File: src/rtl/rate_limited_event_scheduler_macros.svh
// Assertion macros for the rate-limited event scheduler.
// Each macro expects i_clk and i_rst_n to exist in the module that uses it.
`ifndef RATE_LIMITED_EVENT_SCHEDULER_MACROS_SVH
`define RATE_LIMITED_EVENT_SCHEDULER_MACROS_SVH

// Same-cycle implication, checked out of reset.
`define RLES_ASSERT_IMP(lbl, cond, conc, msg) \
    lbl: assert property (@(posedge i_clk) disable iff (!i_rst_n) (cond) |-> (conc)) \
        else $error(msg);

// Next-cycle implication, checked out of reset.
`define RLES_ASSERT_NXT(lbl, cond, conc, msg) \
    lbl: assert property (@(posedge i_clk) disable iff (!i_rst_n) (cond) |=> (conc)) \
        else $error(msg);

`endif

File: src/rtl/rles_pkg.sv
// Shared types and constants of the rate-limited event scheduler.
// No dependencies; used by the front end, the engine and the top level.
`timescale 1ns / 1ps
package rles_pkg;

    localparam int IDX_W     = 5;
    localparam int ELAPSED_W = 16;
    localparam int CNT_W     = 24;
    localparam logic [CNT_W-1:0] CNT_MAX = {CNT_W{1'b1}};

    typedef enum logic [1:0] {
        REQ_TICK    = 2'd0,
        REQ_REQUEST = 2'd1,
        REQ_SET     = 2'd2,
        REQ_SERVICE = 2'd3
    } t_req_kind;

    // Decoded item handed from the front to the back end.
    typedef struct packed {
        t_req_kind              kind;
        logic                   in_range;
        logic [ELAPSED_W-1:0]   elapsed;
        logic [IDX_W-1:0]       idx;
        logic [CNT_W-1:0]       auto_period;
        logic [CNT_W-1:0]       limit_period;
    } t_cmd;

    typedef struct packed {
        logic             found;
        logic [IDX_W-1:0] served_index;
    } t_result;

endpackage

File: src/rtl/rles_ram.sv
// Generic simple dual-port RAM: one write port, one registered read port.
// No dependencies.
`timescale 1ns / 1ps
module rles_ram #(
    parameter int WIDTH = 24,
    parameter int DEPTH = 32
) (
    input  logic                     i_clk,
    input  logic                     i_we,
    input  logic [$clog2(DEPTH)-1:0] i_waddr,
    input  logic [WIDTH-1:0]         i_wdata,
    input  logic [$clog2(DEPTH)-1:0] i_raddr,
    output logic [WIDTH-1:0]         o_rdata
);

    logic [WIDTH-1:0] r_mem [DEPTH];
    logic [WIDTH-1:0] r_rdata;

    always_ff @(posedge i_clk) begin
        if (i_we) begin
            r_mem[i_waddr] <= i_wdata;
        end
        r_rdata <= r_mem[i_raddr];
    end

    assign o_rdata = r_rdata;

endmodule

File: src/rtl/rles_front.sv
// Front end: accepts stream items, decodes them and queues them (two deep).
// Depends on rles_pkg.
`timescale 1ns / 1ps
module rles_front
    import rles_pkg::*;
#(
    parameter int NUM_ENTRIES = 32
) (
    input  logic        i_clk,
    input  logic        i_rst_n,
    input  logic        s_axis_tvalid,
    output logic        s_axis_tready,
    input  logic [71:0] s_axis_tdata,
    input  logic [1:0]  s_axis_tuser,
    output logic        o_cmd_valid,
    output t_cmd        o_cmd,
    input  logic        i_cmd_pop
);

    localparam logic [8:0] NUM_E9 = 9'(NUM_ENTRIES);

    t_cmd       r_mem [2];
    logic       r_wp;
    logic       r_rp;
    logic [1:0] r_cnt;
    logic [1:0] n_cnt;
    t_cmd       dec;
    logic       push;

    always_comb begin
        dec.kind         = t_req_kind'(s_axis_tuser);
        dec.elapsed      = s_axis_tdata[15:0];
        dec.idx          = s_axis_tdata[20:16];
        dec.auto_period  = s_axis_tdata[44:21];
        dec.limit_period = s_axis_tdata[68:45];
        dec.in_range     = ({4'b0, s_axis_tdata[20:16]} < NUM_E9);
    end

    assign s_axis_tready = (r_cnt != 2'd2);
    assign push          = s_axis_tvalid && s_axis_tready;
    assign o_cmd_valid   = (r_cnt != 2'd0);
    assign o_cmd         = r_mem[r_rp];

    always_comb begin
        n_cnt = r_cnt;
        if (push && !i_cmd_pop) begin
            n_cnt = r_cnt + 2'd1;
        end else if (!push && i_cmd_pop) begin
            n_cnt = r_cnt - 2'd1;
        end
    end

    always_ff @(posedge i_clk) begin
        if (!i_rst_n) begin
            r_wp  <= 1'b0;
            r_rp  <= 1'b0;
            r_cnt <= 2'd0;
        end else begin
            r_cnt <= n_cnt;
            if (push) begin
                r_wp <= ~r_wp;
            end
            if (i_cmd_pop) begin
                r_rp <= ~r_rp;
            end
        end
    end

    always_ff @(posedge i_clk) begin
        if (push) begin
            r_mem[r_wp] <= dec;
        end
    end

endmodule

File: src/rtl/rles_engine.sv
// Back end: executes queued items (tick sweep, request, set, service scan).
// Depends on rles_pkg, rles_ram and the assertion macro header.
`timescale 1ns / 1ps
`include "rate_limited_event_scheduler_macros.svh"
module rles_engine
    import rles_pkg::*;
#(
    parameter int NUM_ENTRIES = 32
) (
    input  logic    i_clk,
    input  logic    i_rst_n,
    input  logic    i_cmd_valid,
    input  t_cmd    i_cmd,
    output logic    o_cmd_pop,
    output logic    o_res_valid,
    output t_result o_res,
    input  logic    i_res_ready
);

    localparam int IW = $clog2(NUM_ENTRIES);
    localparam int CW = IW + 1;
    localparam logic [CW-1:0] N_CW = CW'(NUM_ENTRIES);
    localparam logic [CW-1:0] LAST = CW'(NUM_ENTRIES - 1);

    typedef enum logic [3:0] {
        ST_IDLE  = 4'b0001,
        ST_SWEEP = 4'b0010,
        ST_SCAN  = 4'b0100,
        ST_RESP  = 4'b1000
    } t_eng_state;

    t_eng_state       r_state;
    t_cmd             r_cmd;
    logic [CW-1:0]    r_issue;
    logic             r_s1_v;
    logic [IW-1:0]    r_s1_idx;
    logic             r_s1_cv;
    logic             r_s1_pv;
    logic             r_s2_v;
    logic [IW-1:0]    r_s2_idx;
    logic [CNT_W-1:0] r_s2_sum;
    logic [CNT_W-1:0] r_s2_ap;
    logic [CNT_W-1:0] r_s2_lp;
    logic [NUM_ENTRIES-1:0] r_pend;
    logic [NUM_ENTRIES-1:0] r_req;
    logic             r_cnt_init;
    logic [NUM_ENTRIES-1:0] r_pvld;
    logic [IW-1:0]    r_ptr;
    logic [IW-1:0]    r_scan_ptr;
    logic [CW-1:0]    r_scan_cnt;
    logic             r_found;
    logic [IW-1:0]    r_served;

    logic               issuing;
    logic [IW-1:0]      rd_addr;
    logic [CNT_W-1:0]   cnt_rdata;
    logic [2*CNT_W-1:0] per_rdata;
    logic [CNT_W-1:0]   cnt_eff;
    logic [CNT_W:0]     sum_ext;
    logic [CNT_W-1:0]   n_sum;
    logic               lim_ok;
    logic               auto_hit;
    logic               fire_auto;
    logic               fire_req;
    logic [CNT_W-1:0]   cnt_wdata;
    logic               per_we;
    logic [IW-1:0]      cmd_idx;
    logic               scan_hit;
    logic [IW-1:0]      scan_next;

    assign cmd_idx   = IW'(i_cmd.idx);
    assign o_cmd_pop = (r_state == ST_IDLE) && i_cmd_valid;
    assign per_we    = o_cmd_pop && (i_cmd.kind == REQ_SET) && i_cmd.in_range;
    assign issuing   = (r_state == ST_SWEEP) && (r_issue != N_CW);
    assign rd_addr   = r_issue[IW-1:0];

    // Counter and period storage; counters read as zero until the first sweep
    // has written every entry, periods never written read as zero via valid bits
    rles_ram #(.WIDTH(CNT_W), .DEPTH(NUM_ENTRIES)) u_cnt_ram (
        .i_clk   (i_clk),
        .i_we    (r_s2_v),
        .i_waddr (r_s2_idx),
        .i_wdata (cnt_wdata),
        .i_raddr (rd_addr),
        .o_rdata (cnt_rdata)
    );

    rles_ram #(.WIDTH(2*CNT_W), .DEPTH(NUM_ENTRIES)) u_per_ram (
        .i_clk   (i_clk),
        .i_we    (per_we),
        .i_waddr (cmd_idx),
        .i_wdata ({i_cmd.limit_period, i_cmd.auto_period}),
        .i_raddr (rd_addr),
        .o_rdata (per_rdata)
    );

    // Stage 1: saturating add of the elapsed time
    always_comb begin
        cnt_eff = r_s1_cv ? cnt_rdata : '0;
        sum_ext = {1'b0, cnt_eff} + (CNT_W+1)'(r_cmd.elapsed);
        n_sum   = sum_ext[CNT_W] ? CNT_MAX : sum_ext[CNT_W-1:0];
    end

    // Stage 2: rule check and write back
    always_comb begin
        lim_ok    = (r_s2_lp == '0) || (r_s2_sum >= r_s2_lp);
        auto_hit  = (r_s2_ap != '0) && (r_s2_sum >= r_s2_ap);
        fire_auto = r_s2_v && !r_pend[r_s2_idx] && lim_ok && auto_hit;
        fire_req  = r_s2_v && !r_pend[r_s2_idx] && lim_ok && !auto_hit && r_req[r_s2_idx];
        cnt_wdata = (fire_auto || fire_req) ? '0 : r_s2_sum;
    end

    assign scan_hit  = r_pend[r_scan_ptr];
    assign scan_next = ({1'b0, r_scan_ptr} == LAST) ? '0 : r_scan_ptr + 1'b1;

    always_ff @(posedge i_clk) begin
        if (!i_rst_n) begin
            r_state    <= ST_IDLE;
            r_issue    <= '0;
            r_s1_v     <= 1'b0;
            r_s2_v     <= 1'b0;
            r_pend     <= '0;
            r_req      <= '0;
            r_cnt_init <= 1'b0;
            r_pvld     <= '0;
            r_ptr      <= '0;
            r_scan_ptr <= '0;
            r_scan_cnt <= '0;
            r_found    <= 1'b0;
        end else begin
            r_s1_v <= issuing;
            r_s2_v <= r_s1_v;
            if (fire_auto || fire_req) begin
                r_pend[r_s2_idx] <= 1'b1;
            end
            if (fire_req) begin
                r_req[r_s2_idx] <= 1'b0;
            end
            unique case (r_state)
                ST_IDLE: begin
                    if (i_cmd_valid) begin
                        r_found <= 1'b0;
                        unique case (i_cmd.kind)
                            REQ_TICK: begin
                                r_issue <= '0;
                                r_state <= ST_SWEEP;
                            end
                            REQ_REQUEST: begin
                                if (i_cmd.in_range) begin
                                    r_req[cmd_idx] <= 1'b1;
                                end
                                r_state <= ST_RESP;
                            end
                            REQ_SET: begin
                                if (i_cmd.in_range) begin
                                    r_pvld[cmd_idx] <= 1'b1;
                                end
                                r_state <= ST_RESP;
                            end
                            REQ_SERVICE: begin
                                r_scan_ptr <= r_ptr;
                                r_scan_cnt <= '0;
                                r_state    <= ST_SCAN;
                            end
                            default: r_state <= ST_RESP;
                        endcase
                    end
                end
                ST_SWEEP: begin
                    if (issuing) begin
                        r_issue <= r_issue + 1'b1;
                    end else if (!r_s1_v && !r_s2_v) begin
                        // every counter entry has now been written back
                        r_cnt_init <= 1'b1;
                        r_state    <= ST_RESP;
                    end
                end
                ST_SCAN: begin
                    if (scan_hit) begin
                        r_pend[r_scan_ptr] <= 1'b0;
                        r_found            <= 1'b1;
                        r_ptr              <= scan_next;
                        r_state            <= ST_RESP;
                    end else if (r_scan_cnt == LAST) begin
                        r_state <= ST_RESP;
                    end else begin
                        r_scan_ptr <= scan_next;
                        r_scan_cnt <= r_scan_cnt + 1'b1;
                    end
                end
                ST_RESP: begin
                    if (i_res_ready) begin
                        r_state <= ST_IDLE;
                    end
                end
                default: r_state <= ST_IDLE;
            endcase
        end
    end

    // Datapath registers, no reset needed
    always_ff @(posedge i_clk) begin
        if (o_cmd_pop) begin
            r_cmd <= i_cmd;
        end
        if (r_state == ST_SCAN && scan_hit) begin
            r_served <= r_scan_ptr;
        end
        r_s1_idx <= rd_addr;
        r_s1_cv  <= r_cnt_init;
        r_s1_pv  <= r_pvld[rd_addr];
        r_s2_idx <= r_s1_idx;
        r_s2_sum <= n_sum;
        r_s2_ap  <= r_s1_pv ? per_rdata[CNT_W-1:0] : '0;
        r_s2_lp  <= r_s1_pv ? per_rdata[2*CNT_W-1:CNT_W] : '0;
    end

    assign o_res_valid        = (r_state == ST_RESP);
    assign o_res.found        = r_found;
    assign o_res.served_index = r_found ? IDX_W'(r_served) : '0;

    `RLES_ASSERT_IMP(a_s2_in_sweep, r_s2_v, r_state == ST_SWEEP, "write-back outside sweep")
    `RLES_ASSERT_IMP(a_pop_idle, o_cmd_pop, r_state == ST_IDLE, "queue popped while busy")
    `RLES_ASSERT_NXT(a_serve_clears, r_state == ST_SCAN && scan_hit, !r_pend[r_served], "served entry still pending")
    `RLES_ASSERT_IMP(a_found_srv, o_res_valid && r_found, r_cmd.kind == REQ_SERVICE, "found on non-service item")

endmodule

File: src/rtl/rate_limited_event_scheduler.sv
// Rate-limited event scheduler, top level: front queue, engine, output register.
// Request and set go straight to the response state; service scans one entry per cycle
// from the round-robin pointer; tick sweeps the counter RAM, one entry per cycle
// through a three-stage read/add/check pipeline.
// Throughput: one item at a time in the engine; the two-deep input queue keeps taking
// transfers while it has room. Synchronous active-low reset clears control, flags and valid bits.
`timescale 1ns / 1ps
module rate_limited_event_scheduler
    import rles_pkg::*;
#(
    parameter int NUM_ENTRIES = 32
) (
    input  logic        i_clk,
    input  logic        i_rst_n,
    input  logic        s_axis_tvalid,
    output logic        s_axis_tready,
    // [15:0] elapsed, [20:16] entry_index, [44:21] auto_period,
    // [68:45] limit_period, [71:69] zero
    input  logic [71:0] s_axis_tdata,
    // [1:0] req_type
    input  logic [1:0]  s_axis_tuser,
    output logic        m_axis_tvalid,
    input  logic        m_axis_tready,
    // [4:0] served_index, [7:5] zero
    output logic [7:0]  m_axis_tdata,
    // [0] found
    output logic        m_axis_tuser
);

    logic    cmd_valid;
    t_cmd    cmd;
    logic    cmd_pop;
    logic    res_valid;
    t_result res;
    logic    res_ready;

    // Output register: holds one result so the engine can move on
    logic    r_out_valid;
    t_result r_out;

    rles_front #(.NUM_ENTRIES(NUM_ENTRIES)) u_front (
        .i_clk         (i_clk),
        .i_rst_n       (i_rst_n),
        .s_axis_tvalid (s_axis_tvalid),
        .s_axis_tready (s_axis_tready),
        .s_axis_tdata  (s_axis_tdata),
        .s_axis_tuser  (s_axis_tuser),
        .o_cmd_valid   (cmd_valid),
        .o_cmd         (cmd),
        .i_cmd_pop     (cmd_pop)
    );

    rles_engine #(.NUM_ENTRIES(NUM_ENTRIES)) u_engine (
        .i_clk       (i_clk),
        .i_rst_n     (i_rst_n),
        .i_cmd_valid (cmd_valid),
        .i_cmd       (cmd),
        .o_cmd_pop   (cmd_pop),
        .o_res_valid (res_valid),
        .o_res       (res),
        .i_res_ready (res_ready)
    );

    // Engine may hand over a result when the slot is empty or being drained
    assign res_ready = !r_out_valid || m_axis_tready;

    always_ff @(posedge i_clk) begin
        if (!i_rst_n) begin
            r_out_valid <= 1'b0;
        end else if (res_valid && res_ready) begin
            r_out_valid <= 1'b1;
        end else if (m_axis_tready) begin
            r_out_valid <= 1'b0;
        end
    end

    always_ff @(posedge i_clk) begin
        if (res_valid && res_ready) begin
            r_out <= res;
        end
    end

    assign m_axis_tvalid = r_out_valid;
    assign m_axis_tdata  = {3'b000, r_out.served_index};
    assign m_axis_tuser  = r_out.found;

endmodule
File: config.mk
export PLATFORM = sky130hd
export DESIGN_NAME = rate_limited_event_scheduler
export DESIGN_NICKNAME = d
export VERILOG_FILES = /design/src/rtl/rles_pkg.sv /design/src/rtl/rles_ram.sv /design/src/rtl/rles_front.sv /design/src/rtl/rles_engine.sv /design/src/rtl/rate_limited_event_scheduler.sv
export VERILOG_INCLUDE_DIRS = /design/src /design/src/rtl
export SDC_FILE = /design/constraint.sdc
export NUM_CORES = 2
export LEC_CHECK = 0
export ABC_CLOCK_PERIOD_IN_PS = 6500
export BUFFER_PORTS_ARGS = -buffer_cell sky130_fd_sc_hd__buf_2
export CAP_MARGIN = 20
export CORE_MARGIN = 8
export CORE_UTILIZATION = 45
export CTS_CLUSTER_SIZE = 30
export DETAILED_ROUTE_END_ITERATION = 12
export PLACE_DENSITY = 0.59
export SYNTH_ARGS = -nofsm -noshare
export SYNTH_HDL_FRONTEND = slang
export SYNTH_SLANG_ARGS = --single-unit
File: constraint.sdc
create_clock -name i_clk -period 6.5 [get_ports i_clk]
set_input_delay 1.3 -clock i_clk [delete_from_list [all_inputs] [get_ports i_clk]]
set_output_delay 1.3 -clock i_clk [all_outputs]
set_load 0.01 [all_outputs]
Yosys cells after proc, flatten, opt, wreduce, memory -nomap -nowiden
Memory sizes are Yosys's and may differ from the RTL's. A register that Yosys moved wholly into a read port is not among the register bits. Index checks and enable logic that the tools add are counted.

Add/sub/neg operators: 6. Div/mod/pow operators: 0. Order comparisons: 9. Equality and inequality tests: 22. Shifts and indexed selects: 0. Reductions and logical operators: 45. $mul: 0. Bitwise operators: 10. Mux-type cells: 64.

Operator list (count): 32-bit two-way mux (10); 32-bit bitwise OR (3); 32-bit AND (2); 32-bit NOT (2); 24-bit >= comparator (2); 24-bit two-way mux (2); 6-bit two-way mux (7); 24-bit by 16-bit adder with 25-bit output (1); 5-bit two-way mux (5); 24-bit zero test (1); 5-bit by 6-bit less-than comparator with 1-bit output (second input constant) (4); 4-bit two-way mux (6); 6-bit one-hot mux with 2 select lines (2); 24-bit nonzero test (1); 1-bit binary-select mux with 5-bit select (4); 1-bit two-way mux (19); 1-bit logical AND (18); 4-bit one-hot mux with 4 select lines (1); 1-bit demux with 5-bit select (3); 5-bit by 1-bit >= comparator with 1-bit output (second input constant) (3); 2-bit != test (second input constant) (7); 6-bit by 1-bit adder with 6-bit output (second input constant) (2); 4-bit one-hot mux with 3 select lines (1); 5-bit one-hot mux with 2 select lines (1); other kinds (27) (49).

Register bits after elaboration: 242. Memory bits (writable): 2446. Latch bits: 0. Bits in read-only memories: 0. Memories: 3.

Memory list: u_engine.u_per_ram.r_mem (depth 32, bits a word 48, read ports 1, clocked after Yosys merged registers in 1, write ports 1, RTL line rles_ram.sv:16) `logic [WIDTH-1:0] r_mem [DEPTH];`; u_engine.u_cnt_ram.r_mem (depth 32, bits a word 24, read ports 1, clocked after Yosys merged registers in 1, write ports 1, RTL line rles_ram.sv:16); u_front.r_mem (depth 2, bits a word 71, read ports 1, clocked after Yosys merged registers in 1, write ports 1, RTL line rles_front.sv:22) `t_cmd r_mem [2];`.

Depth between registers and ports, before layout
Depth after elaboration: 14. Mapped depth: 15. Gate-level depth less buffers: 12.

Modules after synthesis
A second synthesis with hierarchy kept.

Cell total of the unflattened synthesis: 6607. Area total of the unflattened synthesis: 108668.0 sq um.

Modules (own cells, without submodules): rles_ram at u_engine.u_per_ram (cells an instance 3364, sequential area each 47085.2 sq um, instances 1, area an instance 60724.5 sq um); rles_ram at u_engine.u_cnt_ram (cells an instance 1711, sequential area each 23542.6 sq um, instances 1, area an instance 30480.5 sq um); rles_engine (cells an instance 1270, sequential area each 4834.6 sq um, instances 1, area an instance 11798.8 sq um); rles_front (cells an instance 247, sequential area each 4364.2 sq um, instances 1, area an instance 5400.2 sq um); rate_limited_event_scheduler (cells an instance 15, sequential area each 200.2 sq um, instances 1, area an instance 264.0 sq um).

Worst setup path after synthesis
OpenSTA, ideal clock, no wires.

Path kind: register -> register. Start point: reg (tool-made name). End point: mem u_engine.u_per_ram.r_mem[17][0] (netlist name) (enable). Arrival: 4.459 ns. Clock period less this slack: 4.914 ns. Slack: 1.586 ns. Buffers on the path: 4. Required time: 6.045 ns. Stages on the path, launching flop included: 9. Cells stage by stage: dfxtp_1 > clkbuf_1 > clkbuf_1 > buf_1 > clkbuf_1 > mux2i_1 > ha_1 > nand3_1 > nor2_1.

RTL lines (RTL line): to (decl) (rles_ram.sv:16).

Final worst setup path
Start point: reg u_engine.r_s2_sum[13]. End point: mem u_engine.u_cnt_ram.r_mem[0][17] (data pin).

Cells in the longest elaborated chain, start to end: 7. Elaborated cells on any way between the ends: 11. Classes of those cells: order compare (2); mux (1); reduce/logical (8).

Ends and longest elaborated chain: from (decl) (RTL line rles_engine.sv:41) `logic [CNT_W-1:0] r_s2_sum;`; from (signal assigned) (RTL line rles_engine.sv:213) `r_s2_sum <= n_sum;`; 24-bit >= comparator, on equally long branches (RTL line rles_engine.sv:106, rles_engine.sv:107); 1-bit logical OR / 1-bit logical AND (equally long branches) (RTL line rles_engine.sv:106, rles_engine.sv:107); 1-bit logical AND / 1-bit zero test (equally long branches) (RTL line rles_engine.sv:108, rles_engine.sv:109); 1-bit logical AND (2 in series) (RTL line rles_engine.sv:109) `fire_req = r_s2_v && !r_pend[r_s2_idx] && lim_ok && !auto_hit && r_req[r_s2_idx];`; 1-bit logical OR (*) (RTL line rles_engine.sv:110) `cnt_wdata = (fire_auto || fire_req) ? '0 : r_s2_sum;`; 24-bit two-way mux (*) (RTL line rles_engine.sv:110); net u_engine.cnt_wdata[17] (RTL line rles_engine.sv:65) `logic [CNT_W-1:0] cnt_wdata;`; to (decl) (RTL line rles_ram.sv:16).

Mark *: on every way through the listed nets, which the timed path passes. The rest lies on a longest branch.

==> impl_metrics.tcl <==
set metrics [dict create \
    status "completed" \
    cts.clk_slew.worst_paths_ns 0.06 \
    antenna_found_initial 16 \
    endpoint_kind "flip-flop" \
    power_frac_seq 0.529 \
    grt_pass1_vias 51300 \
    synth_edf_count 2473 \
    place.gp.congestion 0.789 \
    async_flop_share 0 \
    track_usage 0.203 \
    clock_latency_ns 0.93 \
    dieArea_sq_mm 0.251 \
    required_ns 7.03 \
    skew_ns 0.0660 \
    worst_slack_ns 2.21 \
    cp_num_buf_inv 0 \
    dp_worst_setup_slack_ns 2.24 \
    drive_above_1_share 0.296 \
    drv_cap 0 \
    drc 0 \
    ctsHoldBuffers 0 \
    synth_common_cells "edfxtp_1, mux4_2, dfxtp_1" \
    cts.repair.resized 0 \
    cts_sinks 2761 \
    fin_crit_ns 4.29 \
    drt_iter0_markers 4887 \
    cts_buffers 301 \
    yosys.area.top_type "edfxtp_1" \
    synth_mux_area_frac 0.177 \
    swShare 0.229 \
    syn_avg_cell_area_sq_um 21.5 \
    netSwitchingPower_uw 9290 \
    cp_max_fo 55 \
    fin_hold_ws_ns 0.321 \
    path_delay_family "simple AND/OR/NAND/NOR gates" \
    start_kind "flip-flop" \
    synthSimpleGateAreaFrac 0.0283 \
    rsz0062_at_grt "no" \
    initial_core_util 0.452 \
    comb_power_share 0.080 \
    hold_violations 0 \
    std_cell_rows 178 \
    post-route-cell-area_sq_mm 0.120 \
    tightest_slew_ns 1.16 \
    critical_path_class "reg2reg" \
    clockBufferDepth 4 \
    synth_compound_area_frac 0.0151 \
    synth_seq_area_share 0.755 \
    synth_ff_type "edfxtp_1" \
    rrSetupSlack_ns 2.21 \
    viasPerCell 5.86 \
    die_w_um 501 \
    io_pins 89 \
    grt_pass1_wl_um 368000 \
    firstDrtPassIters 5 \
    synth_area_sq_mm 0.106 \
    p_leak_uw 0.0368 \
    crit_slowest_cell "and2_1" \
    slowest_delay_ns 0.93 \
    setup_viol 0 \
    core_area_sq_mm 0.235 \
    routedWlPerCell_um 30.2 \
    regArea_sq_mm 0.0801 \
    route.antenna.remaining_nets 0 \
    synthXorXnorAreaFrac 0.00223 \
    synthTopCellsByArea "edfxtp_1, mux4_2, dfxtp_1, mux2_2, ha_1" \
    filler_cell_count 18500 \
    min_path_type "reg2reg" \
    yosysMostFrequentCell "edfxtp_1" \
    ctsHtreeMaxLevel 5 \
    multi_input_area_sq_mm 0.0249 \
    finalNetCount 5325 \
    power.density_mw_per_mm2 339 \
    grt_max_degree 114 \
    path_cells "ha_1, a21o_1, a21oi_1, o221ai_1, a211oi_1, o21ai_1, nand3_4, and2_1" \
    clockPowerShare 0.392 \
    ys_ff_latch 2761 \
    fp.dieH_um 501 \
    syn_inst 4920 \
    synthAdderAreaFrac 0.00951 \
    wirelength_um 258000 \
    fin_setup_tns_ns 0 \
    postCtsSetupBuffers 0 \
    ys_types 79 \
    dpl.hpwl_um 133000 \
    maxSlewViolCount 0 \
    slew_headroom 0.224 \
    fmax_mhz 233 \
    irDropWorstVdd_mv 0.254 \
    tritoncts "done" \
    post-route-period-util 0.660 \
    vias 50000 \
    cp.arrival_ns 4.82 \
    synth_top_family_by_area "multiplexers" \
    placement.io_buffers 82 \
    grt_overflow 0 \
    areaGrowthSynthToFinish_pct 13.1 \
    post_dp_cell_area_sq_mm 0.111 \
    internal-power_uw 31300 \
    synth_top_area_frac 0.700 \
    cts-root-buf "clkbuf_16" \
    yosys_warnings 0 \
]
## registers in the layout, summed over array words and instances, names as in the netlist, 16 cells and up, named ones only
| name | flops |
|---|---|
| u_engine.r_s2_lp | 24 |
| u_engine.r_pend | 32 |
| u_engine.r_s2_ap | 24 |
| u_engine.r_req | 32 |
| u_engine.u_per_ram.r_mem | 1536 |
| u_engine.r_cmd | 16 |
| u_engine.r_pvld | 32 |
| u_engine.u_cnt_ram.o_rdata | 24 |
| u_engine.u_cnt_ram.r_mem | 768 |
| u_engine.u_per_ram.o_rdata | 48 |
| u_engine.r_s2_sum | 24 |
| u_front.r_mem | 142 |
## power by group through the flow
stage,registers [uW],clock network (uW),logic [uW]
floorplan,21600,0,2140
global placement,21800,0,3120
detailed placement,21900,0,3280
CTS,21500,16200,3280
global route,21500,16900,3570
finish,21500,15900,3230
## area by class of cell
cell class,count,share of cell area
Antenna cell,2,0.0000417
Clock buffer,425,0.0705
Clock inverter,94,0.00546
Inverter,70,0.00219
Multi-Input combinational cell,1836,0.208
Sequential cell,2761,0.667
Tap cell,3150,0.0329
Timing Repair Buffer,197,0.0135
## cells by family after synthesis
family / count (synthesis)
buffers and inverters: 325
and+or+nand+nor: 592
AOI/OAI and AO/OA: 222
adders and majority gates: 80
DFF: 2761
other: 1
xor gates and xnor gates: 27
muxes: 912
## through the flow
stage          utilization  instances  power [uW]
4_1_cts              0.511       8532       41000
2_1_floorplan            -       4922       23700
3_3_place_gp         0.472       8013       25000
3_5_place_dp         0.472       8013       25100
6_report             0.511       8535       40600
5_1_grt              0.511       8534       42000
## per-layer routing
layer  vias up  part of all wire  track usage
li1      20900                 -            -
met1     27000              0.40        0.270
met2      1664              0.50        0.342
met3       481             0.063       0.0365
met4         4             0.032       0.0631
met5         -          0.000078            0
## path summary, 6_finish.rpt
kind,cells after the start,startpoint,to
min reg2reg,0,u_engine.r_s1_idx[4]$_DFF_P_,u_engine.r_s2_idx[4]$_DFF_P_
max,8,u_engine.r_s2_sum[13]$_SDFF_PP1_,u_engine.u_cnt_ram.r_mem[0][17]$_DFFE_PP_
max reg2reg,8,u_engine.r_s2_sum[13]$_SDFF_PP1_,u_engine.u_cnt_ram.r_mem[0][17]$_DFFE_PP_
min,0,u_engine.r_s1_idx[4]$_DFF_P_,u_engine.r_s2_idx[4]$_DFF_P_
## placed cells by master, fill, tap and decap left out, types with 17 or more instances in the layout
cell	n
a21o_1	17
a21oi_1	48
a31oi_1	23
and2_1	96
and3_2	32
buf_12	27
buf_2	82
buf_4	87
clkbuf_1	88
clkbuf_16	312
clkbuf_8	22
clkinv_1	40
clkinv_2	36
dfxtp_1	281
edfxtp_1	2473
ha_1	79
inv_1	68
mux2_2	141
mux4_2	747
nand2_1	95
nand3_1	23
nor2_1	160
nor2_4	33
nor3_1	48
o21ai_0	39
o221a_1	17
xor2_1	17
Power figures use the tool's default switching activity.
